[config.mk]
export PLATFORM = sky130hd
export DESIGN_NAME = ght_front
export DESIGN_NICKNAME = d
export VERILOG_FILES = /design/src/rtl/ght_pkg.sv /design/src/rtl/ght_front.sv
export SDC_FILE = /design/constraint.sdc
export NUM_CORES = 1
export LEC_CHECK = 0
export ABC_AREA = 1
export BUFFER_PORTS_ARGS = -buffer_cell sky130_fd_sc_hd__buf_2
export CAP_MARGIN = 10
export CORE_AREA = 2 2 100 102
export CTS_CLUSTER_SIZE = 8
export DETAILED_ROUTE_END_ITERATION = 7
export DIE_AREA = 0 0 102 104
export HOLD_SLACK_MARGIN = 0.03
export PLACE_DENSITY_LB_ADDON = 0.05
export SKIP_CTS_REPAIR_TIMING = 1
export SLEW_MARGIN = 20
export SYNTH_ARGS = -nofsm -noshare
export SYNTH_HDL_FRONTEND = slang
export SYNTH_SLANG_ARGS = --single-unit
[constraint.sdc]
create_clock -name clk_i -period 3.6 [get_ports clk_i]
set_input_delay 0.72 -clock clk_i [delete_from_list [all_inputs] [get_ports clk_i]]
set_output_delay 0.72 -clock clk_i [all_outputs]
set_load 0.02 [all_outputs]
[src/rtl/ght_pkg.sv]
// shared types, constants and codes of the generational handle table
`timescale 1ns / 1ps

package ght_pkg;

  localparam int SLOT_COUNT  = 64;
  localparam int GEN_BITS    = 16;
  localparam int IDX_W       = $clog2(SLOT_COUNT);
  localparam int CNT_W       = $clog2(SLOT_COUNT + 1);
  localparam int REF_W       = 16;
  localparam int BYTE_W      = 32;
  localparam int TOTAL_W     = 38;
  localparam int QUEUE_DEPTH = 2;
  localparam int QPTR_W      = $clog2(QUEUE_DEPTH);
  localparam int QCNT_W      = $clog2(QUEUE_DEPTH + 1);

  localparam logic [REF_W-1:0] REF_MAX = {REF_W{1'b1}};

  localparam logic [2:0] OPC_CREATE  = 3'd0;
  localparam logic [2:0] OPC_ADDREF  = 3'd1;
  localparam logic [2:0] OPC_RELEASE = 3'd2;
  localparam logic [2:0] OPC_DESTROY = 3'd3;
  localparam logic [2:0] OPC_CHECK   = 3'd4;

  localparam logic [1:0] STATUS_OK      = 2'd0;
  localparam logic [1:0] STATUS_INVALID = 2'd1;
  localparam logic [1:0] STATUS_FULL    = 2'd2;

  typedef enum logic [2:0] {
    OP_CREATE,
    OP_ADDREF,
    OP_RELEASE,
    OP_DESTROY,
    OP_CHECK,
    OP_BAD
  } op_e;

  typedef struct packed {
    logic [2:0]        opcode;
    logic [IDX_W-1:0]  slot_index;
    logic [15:0]       handle_generation;
    logic [BYTE_W-1:0] byte_size;
  } in_item_t;

  typedef struct packed {
    logic [1:0]         status;
    logic [IDX_W-1:0]   result_index;
    logic [15:0]        result_generation;
    logic [REF_W-1:0]   ref_count;
    logic               was_destroyed;
    logic [CNT_W-1:0]   live_count;
    logic [TOTAL_W-1:0] memory_in_use;
  } out_item_t;

  typedef struct packed {
    op_e               op;
    logic [IDX_W-1:0]  idx;
    logic [15:0]       gen;
    logic [BYTE_W-1:0] bytes;
  } cmd_t;

  typedef struct packed {
    logic [GEN_BITS-1:0] gen;
    logic [REF_W-1:0]    refs;
    logic [BYTE_W-1:0]   bytes;
  } slot_entry_t;

  localparam int ENTRY_W = $bits(slot_entry_t);

endpackage

[src/rtl/ght_front.sv]
// front end: accepts items, classifies the opcode and buffers commands
`timescale 1ns / 1ps

module ght_front (
  input  logic              clk_i,
  input  logic              rst_ni,
  input  logic              in_valid_i,
  output logic              in_stall_o,
  input  ght_pkg::in_item_t in_item_i,
  output logic              q_valid_o,
  input  logic              q_pop_i,
  output ght_pkg::cmd_t     q_cmd_o
);

  ght_pkg::cmd_t                 fifo_q [ght_pkg::QUEUE_DEPTH];
  logic [ght_pkg::QPTR_W-1:0]    wr_ptr_q, wr_ptr_d;
  logic [ght_pkg::QPTR_W-1:0]    rd_ptr_q, rd_ptr_d;
  logic [ght_pkg::QCNT_W-1:0]    count_q, count_d;
  ght_pkg::cmd_t                 cmd;
  logic                          push;
  logic                          pop;

  always_comb begin
    cmd.idx   = in_item_i.slot_index;
    cmd.gen   = in_item_i.handle_generation;
    cmd.bytes = in_item_i.byte_size;
    case (in_item_i.opcode)
      ght_pkg::OPC_CREATE:  cmd.op = ght_pkg::OP_CREATE;
      ght_pkg::OPC_ADDREF:  cmd.op = ght_pkg::OP_ADDREF;
      ght_pkg::OPC_RELEASE: cmd.op = ght_pkg::OP_RELEASE;
      ght_pkg::OPC_DESTROY: cmd.op = ght_pkg::OP_DESTROY;
      ght_pkg::OPC_CHECK:   cmd.op = ght_pkg::OP_CHECK;
      default:              cmd.op = ght_pkg::OP_BAD;
    endcase
  end

  assign in_stall_o = (count_q == ght_pkg::QCNT_W'(ght_pkg::QUEUE_DEPTH));
  assign push       = in_valid_i && !in_stall_o;
  assign q_valid_o  = (count_q != '0);
  assign pop        = q_pop_i && q_valid_o;
  assign q_cmd_o    = fifo_q[rd_ptr_q];

  always_comb begin
    wr_ptr_d = push ? wr_ptr_q + 1'b1 : wr_ptr_q;
    rd_ptr_d = pop ? rd_ptr_q + 1'b1 : rd_ptr_q;
    count_d  = count_q;
    if (push && !pop) begin
      count_d = count_q + 1'b1;
    end else if (pop && !push) begin
      count_d = count_q - 1'b1;
    end
  end

  always_ff @(posedge clk_i or negedge rst_ni) begin
    if (!rst_ni) begin
      wr_ptr_q <= '0;
      rd_ptr_q <= '0;
      count_q  <= '0;
    end else begin
      wr_ptr_q <= wr_ptr_d;
      rd_ptr_q <= rd_ptr_d;
      count_q  <= count_d;
    end
  end

  always_ff @(posedge clk_i) begin
    if (push) begin
      fifo_q[wr_ptr_q] <= cmd;
    end
  end

endmodule

==> implementation parameters <==
Parameter                              Value

Run status
  Outcome    complete, no violations

Yosys
  Cell taking the most area after synthesis    sky130_fd_sc_hd__edfxtp_1
  Cell area after synthesis    4400 sq um
  Syn Inst Count    334
  Yosys reg bits    118
  Dominant cells by area after synthesis    sky130_fd_sc_hd__edfxtp_1, sky130_fd_sc_hd__nand2_1, sky130_fd_sc_hd__dfrtp_1, sky130_fd_sc_hd__buf_6, sky130_fd_sc_hd__buf_2
  Total nets after synthesis    between 300 and 400
  Post-synthesis average cell area    13.2 sq um
  Count of different cell masters after synthesis    16
  Yosys warning total    0
  Area share of the largest cell type after synthesis    0.777
  Sequential-to-total area share from yosys stat    0.800

Global routing
  Met2 routing resource usage after global routing    0.266
  Pin count of the biggest net entering global routing    59
  Via count of the first global-routing pass    ~2,800
  Antenna violations before repair    1
  Wire length of the first global-routing pass    13,200 um
  GRT busiest layer    met2
  Total global-route track usage    0.168
  Global routing usage on met3    0.0746
  Met1 Resource Use GR    0.197
  GRT Residual Overflow    0

Power and ir drop
  Seq pwr share    0.368
  Final total power    5.29 mW
  Worst voltage drop across the vdd grid    0.415 mV
  Internal power summed over all cells    3.46 mW
  Static Leak    2.51 nW
  Combinational power share    0.320
  Part of the total power dissipated in the clock network    0.312
  Power per cell area    roughly 920 nW/um^2
  Power dissipated by switching net loads    about 1.8 mW
  Switch share    0.345

Routing
  1st-pass router iterations    6
  Final wirelength    8430 um
  Post-DR wirelength/cell    between 10 and 15 um
  Drt first-iter violations    about 100
  Number of nets with antenna violations after detailed routing    0
  Vias after detailed routing    2,784
  Average vias per placed instance    4.56
  # DRC    0

STA
  Endpoints failing setup    0
  Worst relative slew slack    0.567
  Tightest hold margin    394 ps
  Highest clock frequency the design can meet    between 300 and 400 MHz
  Min Clock Period, post-route    2840 ps
  Period Utilization, post-route    0.788
  Setup TNS    0 ps
  Worst Max-Slew Pin Slew    649 ps
  Final Skew    6.54 ps
  Final count of pins violating max slew    0
  RSZ-0062 raised after global routing    no
  Final-report hold violation count    0

Worst setup path
  Reg2reg setup slack    ~1700 ps
  Largest delay share family, worst path    buffers and inverters
  Slowest stage cell on the critical path    sky130_fd_sc_hd__inv_2
  Worst setup EP type    primary output
  Highest cell delay on the worst timing path    approximately 440 ps
  Endpoint of the worst register-to-register path    fifo_q[0][53]
  Required time at the worst-slack endpoint    2880 ps
  Crit path kind    reg2out
  Crit start category    flip-flop
  Critical path data arrival time    roughly 2100 ps
  Depth of the worst register-to-register path    6
  Count of buffer and inverter cells on the critical path    3
  Largest fanout of any net on the critical path    33
  Ordered cell list for the critical path    inv_2 > buf_4 > nand2_1 > nand2_1 > buf_2
  Crit Reg-Reg Startpoint    count_q[1]
  Crit path from    rd_ptr_q
  Most common cell on crit path    sky130_fd_sc_hd__nand2_1

Layout
  Final-stage net count    roughly 530
  Growth of design area from synthesis to finish    30.1%
  Share of final-layout standard cells stronger than drive strength 1    0.321
  Number of inserted filler cells in the final layout    811
  Share of the core filled with cells in the final layout    0.600
  Diode insertion count for antenna repair    0
  FF+latch area    3520 sq um
  Combined area of the multi-input logic cells    756 sq um

CTS
  CTS Buf Count    17
  CTS H-Tree Depth    4
  Clock slew at reported path FFs    50 ps
  TritonCTS clock tree    yes
  Clock root cell    sky130_fd_sc_hd__clkbuf_8
  Worst-Skew Late Latency    around 500 ps
  Buffer depth of the longest clock path    2
  Sink count of the clock tree    118

Floorplan
  Die X-Extent    102 um
  Number of cell rows    36
  Boundary Pins    120
  Initial core utilization    0.461
  Core area    between 9000 and 10,000 sq um
  Die outline area    10,600 sq um
  Die height    104 um

Hold path
  Hold depth    1
  Startpoint of the worst hold path    in_item_i[32]
  Tightest Hold Check Type    in2reg
  Terminating pin of the worst hold path    fifo_q[0][32]

Placed design
  Count of buffers inserted at the top-level ports    119
  HPWL Detailed    approximately 5000 um
  Placer congestion estimate    0.672

Flow run
  Max Cap Viol    0
==> cell families (layout without fill, tap and decap cells) <==
kind of cell / after synthesis / after routing / synth area share
buffers and inverters: 23 / 166 / 0.0301
flip-flops: 118 / 118 / 0.800
adder cells (fa/ha/maj): 1 / 1 / 0.00284
AND/OR/NAND/NOR: 189 / 189 / 0.162
XOR/XNOR: 1 / 1 / 0.00199
AO/OA/AOI/OAI: 2 / 2 / 0.00284
==> metrics by stage <==
| step | cell area (sq um) | instances | setup WS [ps] |
|---|---|---|---|
| after floorplan | 4410 | 334 | 856 |
| after global placement | 5140 | 577 | 1300 |
| after detailed placement | 5140 | 577 | 1250 |
| after CTS | 5720 | 609 | 698 |
| after global routing | 5730 | 610 | 554 |
| final | 5730 | 610 | 764 |
==> power by group through the flow <==
stage               Clock (mW)  Sequential [mW]  Combinational [mW]
finish                    1.65             1.95                1.69
global placement             0             1.97                1.72
global route              1.74             1.98                1.88
CTS                       1.68             1.95                1.73
detailed placement           0             1.98                1.72
floorplan                    0             1.97                1.16
==> flip-flops by register name, summed over array words and instances (netlist names) <==
| name | flops |
|---|---|
| count_q | 2 |
| rd_ptr_q | 1 |
| fifo_q | 114 |
| wr_ptr_q | 1 |
==> per-layer routing <==
metal,vias to the layer above,wire length [um]
met5,-,7
met4,2,115
met3,11,668
met2,94,4030
met1,1295,3610
li1,1382,-
==> placed cells by master (no fill, tap or decap), types with 2 or more instances in the layout <==
master and count:
sky130_fd_sc_hd__nor2_1 3, sky130_fd_sc_hd__clkinv_1 5, sky130_fd_sc_hd__buf_4 3, sky130_fd_sc_hd__bufinv_16 4
sky130_fd_sc_hd__clkbuf_1 2, sky130_fd_sc_hd__inv_2 2, sky130_fd_sc_hd__buf_12 2, sky130_fd_sc_hd__inv_1 7
sky130_fd_sc_hd__nand3_1 2, sky130_fd_sc_hd__buf_2 119, sky130_fd_sc_hd__dfrtp_1 3, sky130_fd_sc_hd__nand2_1 182
sky130_fd_sc_hd__clkinv_2 3, sky130_fd_sc_hd__clkbuf_16 16, sky130_fd_sc_hd__edfxtp_1 114
==> worst max-delay path by stage <==
stage | to | cells after the start
after detailed placement | q_cmd_o[0] | 5
final | q_cmd_o[0] | 5
after floorplan | fifo_q[1][0] | 2
after global placement | q_cmd_o[11] | 5
after global routing | q_cmd_o[3] | 5
after CTS | q_cmd_o[0] | 5
==> cell type report <==
| type | instances | share of cell area |
|---|---|---|
| sequential | 118 | 0.615 |
| multi-input combinational | 193 | 0.132 |
| timing repair buffer | 125 | 0.117 |
| clock buffer | 19 | 0.0736 |
| tap | 133 | 0.0290 |
| clock inverter | 13 | 0.0282 |
| inverter | 9 | 0.00589 |
==> synth_stat cells <==
cell type and n:
sky130_fd_sc_hd__nand2_1 182, sky130_fd_sc_hd__xnor2_1 1, sky130_fd_sc_hd__buf_6 4, sky130_fd_sc_hd__inv_2 1
sky130_fd_sc_hd__clkbuf_1 1, sky130_fd_sc_hd__o21ai_0 1, sky130_fd_sc_hd__inv_1 8, sky130_fd_sc_hd__nor2_1 4
sky130_fd_sc_hd__buf_2 7, sky130_fd_sc_hd__a21o_1 1, sky130_fd_sc_hd__buf_4 2, sky130_fd_sc_hd__ha_1 1
sky130_fd_sc_hd__nand4_1 1, sky130_fd_sc_hd__nand3_1 2, sky130_fd_sc_hd__dfrtp_1 4, sky130_fd_sc_hd__edfxtp_1 114
Power figures use the tool's default switching activity.
